==> src/hdl/multiword_add_sub_mul_unit_core_defines.svh <==
// Assertion macros shared by the multiword add, subtract and multiply unit.
`ifndef MULTIWORD_ADD_SUB_MUL_UNIT_CORE_DEFINES_SVH
`define MULTIWORD_ADD_SUB_MUL_UNIT_CORE_DEFINES_SVH

// A condition that must hold at every clock edge outside reset.
`define MWAS_ASSERT_ALWAYS(label, clk, rst, expr, msg) \
   label: assert property (@(posedge clk) disable iff (rst) (expr)) else $error(msg);

// A condition that must hold in the cycle after a trigger.
`define MWAS_ASSERT_NEXT(label, clk, rst, ante, cons, msg) \
   label: assert property (@(posedge clk) disable iff (rst) (ante) |=> (cons)) else $error(msg);

`endif

==> src/hdl/mwas_pkg.sv <==
// Shared constants and types of the multiword add, subtract and multiply unit.
package mwas_pkg;

   localparam int MAX_WORDS = 4;
   localparam int WORD_W    = 32;
   localparam int OPC_W     = 2;
   localparam int RES_DEPTH = 2 * MAX_WORDS;
   localparam int CNT_W     = $clog2(MAX_WORDS + 1);
   localparam int IDX_W     = (MAX_WORDS > 1) ? $clog2(MAX_WORDS) : 1;
   localparam int RIDX_W    = $clog2(RES_DEPTH);
   localparam int RCNT_W    = $clog2(RES_DEPTH + 1);

   typedef enum logic [OPC_W-1:0] {
      OPC_ADD  = 2'd0,
      OPC_SUB  = 2'd1,
      OPC_MUL  = 2'd2,
      OPC_NONE = 2'd3
   } opcode_type;

endpackage

==> src/hdl/mwas_req_if.sv <==
// Request channel: one word of each operand with opcode and end marker.
interface mwas_req_if import mwas_pkg::*; ();
   logic              valid;
   logic              ready;
   logic [OPC_W-1:0]  opcode;
   logic [WORD_W-1:0] a_word;
   logic [WORD_W-1:0] b_word;
   logic              last_word;

   modport source (output valid, output opcode, output a_word, output b_word,
                   output last_word, input ready);
   modport sink   (input valid, input opcode, input a_word, input b_word,
                   input last_word, output ready);
endinterface

==> src/hdl/mwas_rsp_if.sv <==
// Response channel: one result word with its status bits.
interface mwas_rsp_if import mwas_pkg::*; ();
   logic              valid;
   logic              ready;
   logic [WORD_W-1:0] result_word;
   logic              flag;
   logic              length_error;
   logic              last_result;

   modport source (output valid, output result_word, output flag,
                   output length_error, output last_result, input ready);
   modport sink   (input valid, input result_word, input flag,
                   input length_error, input last_result, output ready);
endinterface

==> src/hdl/mwas_ram.sv <==
// Generic single write port, single read port RAM with registered read data.
module mwas_ram #(
   parameter int WIDTH = 32,
   parameter int DEPTH = 4,
   localparam int AW   = (DEPTH > 1) ? $clog2(DEPTH) : 1
) (
   input  logic             clock,
   input  logic             wr_en,
   input  logic [AW-1:0]    wr_addr,
   input  logic [WIDTH-1:0] wr_data,
   input  logic [AW-1:0]    rd_addr,
   output logic [WIDTH-1:0] rd_data
);

   logic [WIDTH-1:0] mem_ff [DEPTH];
   logic [WIDTH-1:0] rd_data_ff;

   always_ff @(posedge clock) begin
      if (wr_en) begin
         mem_ff[wr_addr] <= wr_data;
      end
      rd_data_ff <= mem_ff[rd_addr];
   end

   assign rd_data = rd_data_ff;

endmodule

==> src/hdl/multiword_add_sub_mul_unit_core.sv <==
// Channel   Dir  Handshake      Payload
// req_ch    in   valid/ready    opcode, a_word, b_word, last_word
// rsp_ch    out  valid/ready    result_word, flag, length_error, last_result
//
// Operand words are taken one per cycle into two operand RAMs until last_word.
// The result RAM is then cleared. Add and subtract pass S_ARITH_RD and S_ARITH_WR per
// word; a negative difference then passes S_NEG_RD and S_NEG_WR per result word. Multiply
// passes S_MUL_RD, S_MUL_PROD and S_MUL_ACC per word of a row, then S_MUL_TOP per row.
// Each result word passes S_OUT_RD and S_OUT_LD, then S_OUT_WAIT holds it until rsp_ch
// takes it; the next result word is not read before that.
// No request is taken from the last word until the final result is taken.
// Reset is synchronous and clears the control state only.
`include "multiword_add_sub_mul_unit_core_defines.svh"

module multiword_add_sub_mul_unit_core import mwas_pkg::*; (
   input logic         clock,
   input logic         reset,
   mwas_req_if.sink    req_ch,
   mwas_rsp_if.source  rsp_ch
);

   typedef enum logic [12:0] {
      S_COLLECT  = 13'b0000000000001,
      S_CLEAR    = 13'b0000000000010,
      S_ARITH_RD = 13'b0000000000100,
      S_ARITH_WR = 13'b0000000001000,
      S_NEG_RD   = 13'b0000000010000,
      S_NEG_WR   = 13'b0000000100000,
      S_MUL_RD   = 13'b0000001000000,
      S_MUL_PROD = 13'b0000010000000,
      S_MUL_ACC  = 13'b0000100000000,
      S_MUL_TOP  = 13'b0001000000000,
      S_OUT_RD   = 13'b0010000000000,
      S_OUT_LD   = 13'b0100000000000,
      S_OUT_WAIT = 13'b1000000000000
   } state_type;

   state_type           state_ff, state_in;
   logic [CNT_W-1:0]    cnt_ff, cnt_in;
   opcode_type          opc_ff, opc_in;
   logic                ovf_ff, ovf_in;
   logic                flag_ff, flag_in;
   logic [IDX_W-1:0]    i_ff, i_in;
   logic [IDX_W-1:0]    j_ff, j_in;
   logic [RIDX_W-1:0]   k_ff, k_in;
   logic [WORD_W-1:0]   carry_ff, carry_in;
   logic [2*WORD_W-1:0] prod_ff, prod_in;
   logic [WORD_W:0]     rc_ff, rc_in;
   logic                rsp_valid_ff, rsp_valid_in;
   logic [WORD_W-1:0]   out_word_ff, out_word_in;
   logic                out_last_ff, out_last_in;

   logic                req_ready;
   logic                req_fire;
   logic                rsp_fire;

   logic                ab_we;
   logic [IDX_W-1:0]    ab_waddr;
   logic [IDX_W-1:0]    ab_raddr;
   logic [WORD_W-1:0]   a_rd, b_rd;

   logic                r_we;
   logic [RIDX_W-1:0]   r_waddr;
   logic [WORD_W-1:0]   r_wdata;
   logic [RIDX_W-1:0]   r_raddr;
   logic [WORD_W-1:0]   r_rd;

   logic [IDX_W-1:0]    n_last;
   logic [RCNT_W-1:0]   res_count;
   logic [WORD_W:0]     sum33, diff33, neg33;
   logic [2*WORD_W-1:0] acc64;

   assign req_ready = (state_ff == S_COLLECT);
   assign req_fire  = req_ch.valid && req_ready;
   assign rsp_fire  = rsp_valid_ff && rsp_ch.ready;

   assign req_ch.ready        = req_ready;
   assign rsp_ch.valid        = rsp_valid_ff;
   assign rsp_ch.result_word  = out_word_ff;
   assign rsp_ch.flag         = flag_ff;
   assign rsp_ch.length_error = ovf_ff;
   assign rsp_ch.last_result  = out_last_ff;

   // Index of the last loaded word; the count is at least one while computing.
   assign n_last    = IDX_W'(cnt_ff - CNT_W'(1));
   assign res_count = (opc_ff == OPC_MUL) ? (RCNT_W'(cnt_ff) << 1) : RCNT_W'(cnt_ff);

   assign sum33  = {1'b0, a_rd} + {1'b0, b_rd} + (WORD_W+1)'(carry_ff[0]);
   assign diff33 = {1'b0, a_rd} - {1'b0, b_rd} - (WORD_W+1)'(carry_ff[0]);
   assign neg33  = {1'b0, ~r_rd} + (WORD_W+1)'(carry_ff[0]);
   assign acc64  = prod_ff + (2*WORD_W)'(rc_ff);

   assign ab_we    = req_fire && (cnt_ff < CNT_W'(MAX_WORDS));
   assign ab_waddr = cnt_ff[IDX_W-1:0];
   assign ab_raddr = (state_ff == S_MUL_RD) ? j_ff : i_ff;

   mwas_ram #(.WIDTH(WORD_W), .DEPTH(MAX_WORDS)) u_a_ram (
      .clock   (clock),
      .wr_en   (ab_we),
      .wr_addr (ab_waddr),
      .wr_data (req_ch.a_word),
      .rd_addr (i_ff),
      .rd_data (a_rd)
   );

   mwas_ram #(.WIDTH(WORD_W), .DEPTH(MAX_WORDS)) u_b_ram (
      .clock   (clock),
      .wr_en   (ab_we),
      .wr_addr (ab_waddr),
      .wr_data (req_ch.b_word),
      .rd_addr (ab_raddr),
      .rd_data (b_rd)
   );

   mwas_ram #(.WIDTH(WORD_W), .DEPTH(RES_DEPTH)) u_r_ram (
      .clock   (clock),
      .wr_en   (r_we),
      .wr_addr (r_waddr),
      .wr_data (r_wdata),
      .rd_addr (r_raddr),
      .rd_data (r_rd)
   );

   always_comb begin
      state_in     = state_ff;
      cnt_in       = cnt_ff;
      opc_in       = opc_ff;
      ovf_in       = ovf_ff;
      flag_in      = flag_ff;
      i_in         = i_ff;
      j_in         = j_ff;
      k_in         = k_ff;
      carry_in     = carry_ff;
      prod_in      = prod_ff;
      rc_in        = rc_ff;
      rsp_valid_in = rsp_valid_ff;
      out_word_in  = out_word_ff;
      out_last_in  = out_last_ff;
      r_we         = 1'b0;
      r_waddr      = k_ff;
      r_wdata      = '0;
      r_raddr      = k_ff;

      unique case (state_ff)
         S_COLLECT: begin
            if (req_fire) begin
               if (cnt_ff == '0) begin
                  opc_in = opcode_type'(req_ch.opcode);
               end
               if (cnt_ff < CNT_W'(MAX_WORDS)) begin
                  cnt_in = cnt_ff + CNT_W'(1);
               end else begin
                  ovf_in = 1'b1;
               end
               if (req_ch.last_word) begin
                  state_in = S_CLEAR;
                  k_in     = '0;
                  i_in     = '0;
                  j_in     = '0;
                  carry_in = '0;
                  flag_in  = 1'b0;
               end
            end
         end
         S_CLEAR: begin
            r_we    = 1'b1;
            r_waddr = k_ff;
            k_in    = k_ff + RIDX_W'(1);
            if (k_ff == RIDX_W'(RES_DEPTH - 1)) begin
               k_in = '0;
               case (opc_ff) inside
                  OPC_ADD, OPC_SUB: state_in = S_ARITH_RD;
                  OPC_MUL:          state_in = S_MUL_RD;
                  default:          state_in = S_OUT_RD;
               endcase
            end
         end
         S_ARITH_RD: begin
            state_in = S_ARITH_WR;
         end
         S_ARITH_WR: begin
            r_we    = 1'b1;
            r_waddr = RIDX_W'(i_ff);
            if (opc_ff == OPC_SUB) begin
               r_wdata  = diff33[WORD_W-1:0];
               carry_in = WORD_W'(diff33[WORD_W]);
            end else begin
               r_wdata  = sum33[WORD_W-1:0];
               carry_in = WORD_W'(sum33[WORD_W]);
            end
            if (i_ff == n_last) begin
               flag_in = carry_in[0];
               k_in    = '0;
               // A negative difference is turned into its magnitude in place.
               if ((opc_ff == OPC_SUB) && carry_in[0]) begin
                  state_in = S_NEG_RD;
                  carry_in = WORD_W'(1);
               end else begin
                  state_in = S_OUT_RD;
               end
            end else begin
               i_in     = i_ff + IDX_W'(1);
               state_in = S_ARITH_RD;
            end
         end
         S_NEG_RD: begin
            r_raddr  = k_ff;
            state_in = S_NEG_WR;
         end
         S_NEG_WR: begin
            r_we     = 1'b1;
            r_waddr  = k_ff;
            r_wdata  = neg33[WORD_W-1:0];
            carry_in = WORD_W'(neg33[WORD_W]);
            if (RCNT_W'(k_ff) == res_count - RCNT_W'(1)) begin
               k_in     = '0;
               state_in = S_OUT_RD;
            end else begin
               k_in     = k_ff + RIDX_W'(1);
               state_in = S_NEG_RD;
            end
         end
         S_MUL_RD: begin
            r_raddr  = RIDX_W'(i_ff) + RIDX_W'(j_ff);
            state_in = S_MUL_PROD;
         end
         S_MUL_PROD: begin
            prod_in  = a_rd * b_rd;
            rc_in    = {1'b0, r_rd} + {1'b0, carry_ff};
            state_in = S_MUL_ACC;
         end
         S_MUL_ACC: begin
            r_we     = 1'b1;
            r_waddr  = RIDX_W'(i_ff) + RIDX_W'(j_ff);
            r_wdata  = acc64[WORD_W-1:0];
            carry_in = acc64[2*WORD_W-1:WORD_W];
            if (j_ff == n_last) begin
               state_in = S_MUL_TOP;
            end else begin
               j_in     = j_ff + IDX_W'(1);
               state_in = S_MUL_RD;
            end
         end
         S_MUL_TOP: begin
            r_we     = 1'b1;
            r_waddr  = RIDX_W'(i_ff) + RIDX_W'(cnt_ff);
            r_wdata  = carry_ff;
            carry_in = '0;
            j_in     = '0;
            if (i_ff == n_last) begin
               k_in     = '0;
               state_in = S_OUT_RD;
            end else begin
               i_in     = i_ff + IDX_W'(1);
               state_in = S_MUL_RD;
            end
         end
         S_OUT_RD: begin
            r_raddr  = k_ff;
            state_in = S_OUT_LD;
         end
         S_OUT_LD: begin
            out_word_in  = r_rd;
            out_last_in  = (RCNT_W'(k_ff) == res_count - RCNT_W'(1));
            rsp_valid_in = 1'b1;
            state_in     = S_OUT_WAIT;
         end
         S_OUT_WAIT: begin
            if (rsp_fire) begin
               rsp_valid_in = 1'b0;
               if (out_last_ff) begin
                  cnt_in   = '0;
                  ovf_in   = 1'b0;
                  state_in = S_COLLECT;
               end else begin
                  k_in     = k_ff + RIDX_W'(1);
                  state_in = S_OUT_RD;
               end
            end
         end
         default: begin
            state_in = S_COLLECT;
         end
      endcase
   end

   always_ff @(posedge clock) begin
      if (reset) begin
         state_ff     <= S_COLLECT;
         cnt_ff       <= '0;
         opc_ff       <= OPC_ADD;
         ovf_ff       <= 1'b0;
         flag_ff      <= 1'b0;
         i_ff         <= '0;
         j_ff         <= '0;
         k_ff         <= '0;
         carry_ff     <= '0;
         rsp_valid_ff <= 1'b0;
         out_last_ff  <= 1'b0;
      end else begin
         state_ff     <= state_in;
         cnt_ff       <= cnt_in;
         opc_ff       <= opc_in;
         ovf_ff       <= ovf_in;
         flag_ff      <= flag_in;
         i_ff         <= i_in;
         j_ff         <= j_in;
         k_ff         <= k_in;
         carry_ff     <= carry_in;
         rsp_valid_ff <= rsp_valid_in;
         out_last_ff  <= out_last_in;
      end
   end

   always_ff @(posedge clock) begin
      prod_ff     <= prod_in;
      rc_ff       <= rc_in;
      out_word_ff <= out_word_in;
   end

   `MWAS_ASSERT_ALWAYS(a_no_req_while_rsp, clock, reset, !(rsp_valid_ff && req_ready), "request taken while a response is pending")
   `MWAS_ASSERT_ALWAYS(a_cnt_bound, clock, reset, cnt_ff <= CNT_W'(MAX_WORDS), "word count beyond MAX_WORDS")
   `MWAS_ASSERT_NEXT(a_last_starts_run, clock, reset, req_fire && req_ch.last_word, (state_ff == S_CLEAR) && (cnt_ff != '0), "last word did not start a computation")
   `MWAS_ASSERT_NEXT(a_run_ends_clean, clock, reset, rsp_fire && out_last_ff, (state_ff == S_COLLECT) && (cnt_ff == '0) && !ovf_ff, "state not cleared after the final response")

endmodule
==> src/flat_wrapper.sv <==
// flat-port wrapper written by rule: the top's interface ports become plain ports
module multiword_add_sub_mul_unit_core_flat import mwas_pkg::*;
  (clock, reset, req_ch_valid, req_ch_opcode, req_ch_a_word, req_ch_b_word, req_ch_last_word, req_ch_ready, rsp_ch_valid, rsp_ch_result_word, rsp_ch_flag, rsp_ch_length_error, rsp_ch_last_result, rsp_ch_ready);
  mwas_req_if req_ch_i ();
  mwas_rsp_if rsp_ch_i ();
  input logic clock;
  input logic reset;
  input wire logic [$bits(req_ch_i.valid)-1:0] req_ch_valid;
  input wire logic [$bits(req_ch_i.opcode)-1:0] req_ch_opcode;
  input wire logic [$bits(req_ch_i.a_word)-1:0] req_ch_a_word;
  input wire logic [$bits(req_ch_i.b_word)-1:0] req_ch_b_word;
  input wire logic [$bits(req_ch_i.last_word)-1:0] req_ch_last_word;
  output wire logic [$bits(req_ch_i.ready)-1:0] req_ch_ready;
  output wire logic [$bits(rsp_ch_i.valid)-1:0] rsp_ch_valid;
  output wire logic [$bits(rsp_ch_i.result_word)-1:0] rsp_ch_result_word;
  output wire logic [$bits(rsp_ch_i.flag)-1:0] rsp_ch_flag;
  output wire logic [$bits(rsp_ch_i.length_error)-1:0] rsp_ch_length_error;
  output wire logic [$bits(rsp_ch_i.last_result)-1:0] rsp_ch_last_result;
  input wire logic [$bits(rsp_ch_i.ready)-1:0] rsp_ch_ready;
  assign req_ch_i.valid = req_ch_valid;
  assign req_ch_i.opcode = req_ch_opcode;
  assign req_ch_i.a_word = req_ch_a_word;
  assign req_ch_i.b_word = req_ch_b_word;
  assign req_ch_i.last_word = req_ch_last_word;
  assign req_ch_ready = req_ch_i.ready;
  assign rsp_ch_valid = rsp_ch_i.valid;
  assign rsp_ch_result_word = rsp_ch_i.result_word;
  assign rsp_ch_flag = rsp_ch_i.flag;
  assign rsp_ch_length_error = rsp_ch_i.length_error;
  assign rsp_ch_last_result = rsp_ch_i.last_result;
  assign rsp_ch_i.ready = rsp_ch_ready;
  multiword_add_sub_mul_unit_core u_core (.clock(clock), .reset(reset), .req_ch(req_ch_i), .rsp_ch(rsp_ch_i));
endmodule
==> config.mk <==
export PLATFORM = sky130hd
export DESIGN_NAME = multiword_add_sub_mul_unit_core_flat
export DESIGN_NICKNAME = d
export VERILOG_FILES = /design/src/hdl/mwas_pkg.sv /design/src/hdl/mwas_req_if.sv /design/src/hdl/mwas_rsp_if.sv /design/src/hdl/mwas_ram.sv /design/src/hdl/multiword_add_sub_mul_unit_core.sv /design/src/flat_wrapper.sv
export VERILOG_INCLUDE_DIRS = /design/src /design/src/hdl
export SDC_FILE = /design/constraint.sdc
export NUM_CORES = 2
export LEC_CHECK = 0
export ABC_AREA = 1
export BUFFER_PORTS_ARGS = -buffer_cell sky130_fd_sc_hd__buf_4
export CAP_MARGIN = 20
export CORE_MARGIN = 3
export CORE_UTILIZATION = 40
export CTS_BUF_LIST = sky130_fd_sc_hd__clkbuf_8
export DETAILED_ROUTE_END_ITERATION = 10
export GPL_TIMING_DRIVEN = 0
export HOLD_SLACK_MARGIN = 0.08
export PLACE_DENSITY = 0.55
export SLEW_MARGIN = 5
export SYNTH_ARGS = -nofsm -noshare
export SYNTH_HDL_FRONTEND = slang
export SYNTH_SLANG_ARGS = --single-unit
==> constraint.sdc <==
create_clock -name clock -period 6.98 [get_ports clock]
set_input_delay 0.349 -clock clock [delete_from_list [all_inputs] [get_ports clock]]
set_output_delay 0.349 -clock clock [all_outputs]
set_load 0.02 [all_outputs]
# Word-level counts from Yosys, hierarchy flattened
# Memories as Yosys holds them, arrays and structs flattened. A register that Yosys moved wholly into a read port is not among the register bits.
# Index checks and enable logic that the tools add are counted.
[word_totals]
reg_bits = 190
mem_bits_rw = 512
inputBits = 71
out_inout_bits = 37
memories = 3
[mem_list]
columns = ["name", "depth", "word_bits", "read_ports", "rd_clocked_by_memory_dff", "wr", "line_no", "rtl"]
rows = [
  ["u_core.u_r_ram.mem_ff", 8, 32, 1, 1, 1, "mwas_ram.sv:15", "logic [WIDTH-1:0] mem_ff [DEPTH];"],
  ["u_core.u_a_ram.mem_ff", 4, 32, 1, 1, 1, "mwas_ram.sv:15", ""],
  ["u_core.u_b_ram.mem_ff", 4, 32, 1, 1, 1, "mwas_ram.sv:15", ""],
]
[classes]
addsub = 15
multipliers = 1
order_cmp = 1
n_eq_ne = 31
mux = 61
n_bitwise = 1
reduce_logical = 26
[ops]
columns = ["op", "n"]
rows = [
  ["2-to-1 mux 32 bit", 6],
  ["one-hot mux 13 bit (13 select lines)", 1],
  ["one-hot mux 32 bit (5 select lines)", 1],
  ["one-hot mux 32 bit (4 select lines)", 1],
  ["adder 32 x 32 -> 33 bit", 2],
  ["2-to-1 mux 11 bit", 6],
  ["2-to-1 mux 13 bit", 5],
  ["adder 64 x 33 -> 64 bit", 1],
  ["multiplier 32 x 32 -> 64 bit", 1],
  ["2-to-1 mux 3 bit", 12],
  ["adder 32 x 1 -> 33 bit", 1],
  ["adder 33 x 1 -> 33 bit", 1],
  ["subtractor 32 x 32 -> 33 bit", 1],
  ["subtractor 33 x 1 -> 33 bit", 1],
  ["inverter 32 bit", 1],
  ["AND reduction 4 bit", 4],
  ["one-hot mux 3 bit (5 select lines)", 1],
  ["2-to-1 mux 1 bit", 14],
  ["inequality test 2 bit (second input constant)", 7],
  ["== test 13 x 1 -> 1 bit (second input constant)", 1],
  ["== test 13 x 10 -> 1 bit (second input constant)", 1],
  ["== test 13 x 11 -> 1 bit (second input constant)", 1],
  ["== test 13 x 12 -> 1 bit (second input constant)", 1],
  ["== test 13 bit (second input constant)", 1],
  ["41 further kinds", 64],
]

# Logic depth before layout (Yosys ltp)
[logic_depth]
word_depth = 8
depth_mapped = 32

# Hierarchy
# From an unflattened synthesis, not the netlist that was laid out.
[unflattened]
hier_cells = 9767
hier_area_um2 = 77897.2
[modules_own_cells]
columns = ["module", "instances", "cells_per_inst", "area_per_inst_um2", "seq_area_each_um2"]
rows = [
  ["multiword_add_sub_mul_unit_core", 1, 7529, 53867.9, 5094.9],
  ["mwas_ram (u_core.u_a_ram ...)", 2, 541, 6078.3, 4484.3],
  ["mwas_ram (u_core.u_r_ram)", 1, 1156, 11872.6, 8328.0],
]

# Worst setup path before layout
# Ideal clock, no wire load.
[synth_path]
path_kind = "register -> register"
from = "reg u_core.u_a_ram.rd_data_ff[11], in the netlist u_core.u_a_ram.rd_data[11], read port of u_core.u_a_ram.mem_ff"
to = "reg u_core.prod_ff[60] (data pin)"
setup_time_ns = 0.252
t_arrival_ns = 6.262
required_time_ns = 6.728
path_slack_ns = 0.466
stages_incl_launch_ff = 26
n_path_buf = 2
path_cell_list = "dfxtp_1 clkbuf_1 clkbuf_1 nand2_1 inv_1 fa_1 fa_1 fa_1 inv_1 fa_1 inv_1 fa_1 inv_1 fa_1 inv_1 fa_1 fa_1 ha_1 nand2_1 nor2_1 inv_1 nor4_1 a21o_1 nand3_1 nand3_1 nand2_1"
[synth_between]
elab_chain_cells = 1
[synth_lines]
columns = ["element", "line_no", "rtl"]
rows = [
  ["start, declared", "mwas_ram.sv:16", "logic [WIDTH-1:0] rd_data_ff;"],
  ["multiplier 32 x 32 -> 64 bit", "multiword_add_sub_mul_unit_core.sv:228", "prod_in = a_rd * b_rd;"],
  ["end signal, assigned", "multiword_add_sub_mul_unit_core.sv:316", "prod_ff <= prod_in;"],
  ["end, declared", "multiword_add_sub_mul_unit_core.sv:47", "logic [2*WORD_W-1:0] prod_ff, prod_in;"],
]
# Every way passes these cells.
# A chain may end at the register's enable or synchronous reset.

# Final worst setup path
[layout_path]
from = "reg u_core.u_a_ram.rd_data_ff[6], in the netlist u_core.u_a_ram.rd_data[6], read port of u_core.u_a_ram.mem_ff"
to = "reg u_core.prod_ff[44] (data pin)"
# Same word-level chain as after synthesis.

==> results.md <==
* Status: finished, violations left
* Failing checks: setup timing
* Crit-path cells: clkbuf_16 > buf_12 > nand2_1 > fa_1 > inv_1 > fa_1 > fa_1 > fa_1 > fa_1 > fa_1 > fa_2 > fa_2 > ha_4 > a21oi_4 > o21ai_2 > nand2_1 > nand2_1 > inv_1 > o21bai_1 > a21oi_1 > nand2_1 > xor2_1
* Max-Cap Viols at 0
* Via count at 65373
* Syn-to-layout area delta at 19.04%
* CTS tree: built
* Per-cell routed wire length at 27.73 um
* Placed cell area at 80160 um^2
* Largest net degree at the start of global routing at 62
* Worst-Margin Slew at 1.078 ns
* RSZ-0062 raised after global routing: yes
* Vias in the first global route at 64029
* Cell repeated most along the worst path: fa_1
* Max Slew Vio Count at 0
* Buffers on Ports at between 100 and 150
* Fin worst setup slack at -0.2898 ns
* Ys async rst share at 0%
* Netlist cell types at 53
* Yosys warnings at 0
* Hold Startpoint: req_ch_b_word[17]
* Origin of the critical flop-to-flop path: u_core.u_a_ram.rd_data[6]
* Synth Area in Adders at around 31%
* Initial antenna violation count at 11
* Kind of critical path: reg2reg
* Inst Count DP at 11715
* Crit path capture type: register
* Req. time, crit path at 7.59 ns
* EDFF count, synth at 641
* Fin cells at 12241
* Hold Crit Endpoint: u_core.u_b_ram.mem_ff[0][17]
* Critical path arrival at 7.88 ns
* # rows at ~160
* Post-Synth Simple-Gate Area at a little under a fifth
* Sink Count at 798
* Skew final at about 0.07 ns
* R2R Path End: u_core.prod_ff[44]
* Reg clk slew, reported paths at 0.06 ns
* Worst hold stages at 2
* Register bit count reported by yosys at approximately 800
* Vias per cell at 5.340
* First-pass GRT wire length at 473.9 mm
* Min Clock Period, post-route at 7.270 ns
* Cell Area, Synth at 75190 um^2
* HP Class: in2reg
* Initial core utilization at 40.38%
* CP max FO at 5
* Reg-to-reg slack, setup at -0.29 ns
* Die area at 193200 um^2
* DRC at 0
* Die height at 439.6 um
* Htree depth at 4
* Final Cell Area at 89510 um^2
* Fin nets at 11043
* Num CTS Buffers at 140
* Final hold violations at 0
* CTS root buf: clkbuf_8
* R2R cell count at 22
* Critical Path Max Stage Delay at about 0.74 ns
* Critical path startpoint category: register
* TritonRoute pass-1 iters at 8
* Compound-Gate Fraction of Synth Area at 7.352%
* Iteration-0 DRC Markers at 6655
* Final HPWL DP at 272.0 mm
* Seq/Total Area, Yosys at 29.78%
* Die Wd at 439.6 um
* Relative slew slack at between 20% and 30%
* Total global-route track usage at 34.81%
* Count of final setup violators at 36
* Final GP Congestion at a little over 1
* Crit-path slowest cell: fa_2
* Achievable Freq at 0.1376 GHz
* Mux share of post-synthesis cell area at 0%
* Total wire length at 339.4 mm
* Crit share post-route at 104.2%
* Layout cells sized above 1 at roughly an eighth
* Mapped Cells at 9071
* Core Area at 186200 um^2
* # IOs at approximately 110
* Largest family of logic cells by synthesized area: adder cells
* Clock latency at the later pin of the worst-skew pair at roughly 0.92 ns
* XOR/XNOR Fraction of Synth Area at 1.165%
* Filler cells at 18211
* Average size of a mapped cell at 8.289 um^2
* Total congestion overflow at 0
* Post-Syn Nets at approximately 10000
* ANT nets after route at 0
* Longest Clk Path Bufs at 3
* Top FF cell, synth: edfxtp_1
stage by stage:
| step | hold WS, ns | util, % | TNS, ns | setup WS (ns) |
|---|---|---|---|---|
| 2_1_floorplan | 0.4367 | - | 0 | 0.4655 |
| 3_3_place_gp | 0.4757 | 42.47 | -106.25 | -2.424 |
| 3_5_place_dp | 0.4798 | 43.05 | -72.27 | -1.937 |
| 4_1_cts | 0.08719 | 46.97 | -4.990 | -0.2453 |
| 5_1_grt | 0.1760 | 48.05 | -8.419 | -0.3425 |
| 6_report | 0.2231 | 48.06 | -4.647 | -0.2898 |
cells in the mapped netlist (2+ instances only):
| cell | number | area share (%) |
|---|---|---|
| nor2_1 | 764 | 3.8 |
| a31oi_1 | 13 | 0.11 |
| a211oi_1 | 5 | 0.050 |
| nand2_1 | 2081 | 10 |
| a22oi_1 | 2 | 0.020 |
| clkinv_1 | 2 | 0.010 |
| o31ai_1 | 2 | 0.020 |
| ha_1 | 435 | 7.2 |
| buf_4 | 13 | 0.13 |
| nand3b_1 | 21 | 0.21 |
| inv_1 | 2106 | 11 |
| edfxtp_1 | 641 | 26 |
| o21ai_1 | 103 | 0.69 |
| or2_2 | 11 | 0.092 |
| a21boi_0 | 4 | 0.040 |
| buf_2 | 33 | 0.22 |
| buf_1 | 6 | 0.030 |
| clkbuf_1 | 261 | 1.3 |
| fa_1 | 903 | 24 |
| nand3_1 | 346 | 2.3 |
| o31a_1 | 2 | 0.023 |
| o2111ai_1 | 12 | 0.14 |
| nand4_1 | 70 | 0.58 |
| nor3_1 | 58 | 0.39 |
| and3_1 | 3 | 0.025 |
| xnor2_1 | 30 | 0.35 |
| and2_1 | 5 | 0.042 |
| a21o_1 | 19 | 0.19 |
| o211ai_1 | 11 | 0.11 |
| nor2_2 | 4 | 0.033 |
| a21oi_1 | 312 | 2.1 |
| nor3b_1 | 3 | 0.030 |
| a21oi_2 | 2 | 0.023 |
| o21ai_2 | 2 | 0.023 |
| inv_2 | 5 | 0.025 |
| nor4_1 | 20 | 0.17 |
| dfxtp_1 | 157 | 4.2 |
| o21bai_1 | 34 | 0.34 |
| xor2_1 | 70 | 0.82 |
| o22ai_1 | 100 | 0.83 |
| o21a_1 | 6 | 0.060 |
| nand3_4 | 2 | 0.047 |
| o21ai_0 | 381 | 2.5 |
| a221oi_1 | 2 | 0.023 |
kinds of logic (layout without fill, tap and decap cells):
group           count (synthesis)  count (layout)
simple gates                 3393            3393
buf+inv                      2426            3104
fa+ha+maj                    1338            1338
compound gates               1016            1016
flops                         798             798
xor+xnor                      100             100
other cells                     0              12
layout make-up:
| class | count | area, um^2 | area share [%] |
|---|---|---|---|
| clock buffers | 152 | 2092 | 2.337 |
| well taps | 2480 | 3103 | 3.467 |
| diodes | 12 | 30.03 | 0.03355 |
| inverters | 2113 | 7944 | 8.875 |
| plain buffers | 313 | 3110 | 3.475 |
| multi-input cells | 5847 | 45560 | 50.90 |
| flip-flops and latches | 798 | 22610 | 25.26 |
| repair buffers | 421 | 4338 | 4.847 |
| clock inverters | 105 | 718.2 | 0.8024 |
worst max path at each step:
stage	endpoint	start	slack [ns]
floorplan	u_core.prod_ff[60]	u_core.u_a_ram.rd_data[11]	0.47
global placement	u_core.prod_ff[45]	u_core.u_a_ram.rd_data[2]	-2.42
detailed placement	u_core.prod_ff[37]	u_core.u_a_ram.rd_data[11]	-1.94
CTS	u_core.prod_ff[60]	u_core.u_a_ram.rd_data[6]	-0.25
global route	u_core.prod_ff[60]	u_core.u_a_ram.rd_data[6]	-0.34
finish	u_core.prod_ff[44]	u_core.u_a_ram.rd_data[6]	-0.29
cell usage in the layout, fill, tap and decap left out, types with 100 or more instances in the layout:
cell / synthesis / layout
inv_1: 2106 / 2093
nand2_1: 2081 / 2030
fa_1: 903 / 825
nor2_1: 764 / 698
edfxtp_1: 641 / 641
ha_1: 435 / 394
o21ai_0: 381 / 347
nand3_1: 346 / 326
buf_4: 13 / 271
a21oi_1: 312 / 262
clkbuf_8: 0 / 210
o21ai_1: 103 / 118
o22ai_1: 100 / 100
critical path, delay by kind of cell (launching register included):
| kind | cells | cell delay, ns |
|---|---|---|
| buffers and inverters | 4 | 0.52 |
| and+or+nand+nor | 4 | 0.31 |
| adders and majority gates | 9 | 4.71 |
| DFF | 1 | 0.57 |
| xor gates and xnor gates | 1 | 0.15 |
| AOI/OAI and AO/OA | 4 | 0.70 |
layer usage:
layer	share of wire, %	track usage (%)	vias up
met5	0.011	0	-
met4	5.2	15.42	6
met3	9.7	8.539	583
met2	43	52.32	3158
met1	42	47.58	32569
li1	-	-	29057
repair_timing:
action / in CTS / in global routing
gates resized for setup: 856 / 421
endpoints found under the hold margin: 289 / 0
buffers inserted: 93 / 87
setup endpoints to repair: 53 / 43
hold buffers: 79 / 0
pin swaps: 86 / 158
state kept, by name, summed over array words and instances (netlist names):
signal / cells
u_core.u_r_ram.mem_ff: 256
u_core.u_r_ram.rd_data: 32
u_core.carry_ff: 32
u_core.opc_ff: 2
u_core.rc_ff: 33
u_core.i_ff: 2
u_core.rsp_ch.length_error: 1
u_core.rsp_ch.valid: 1
u_core.prod_ff: 64
u_core.u_a_ram.mem_ff: 128
u_core.cnt_ff: 3
u_core.j_ff: 2
u_core.rsp_ch.last_result: 1
u_core.u_a_ram.rd_data: 32
u_core.u_b_ram.mem_ff: 128
u_core.k_ff: 3
u_core.rsp_ch.flag: 1
u_core.u_b_ram.rd_data: 32
u_core.rsp_ch.result_word: 32
u_core.state_ff: 13
Power is not shown: default switching activity piles up to over one toggle a cycle in this logic, so the estimate is an artifact.
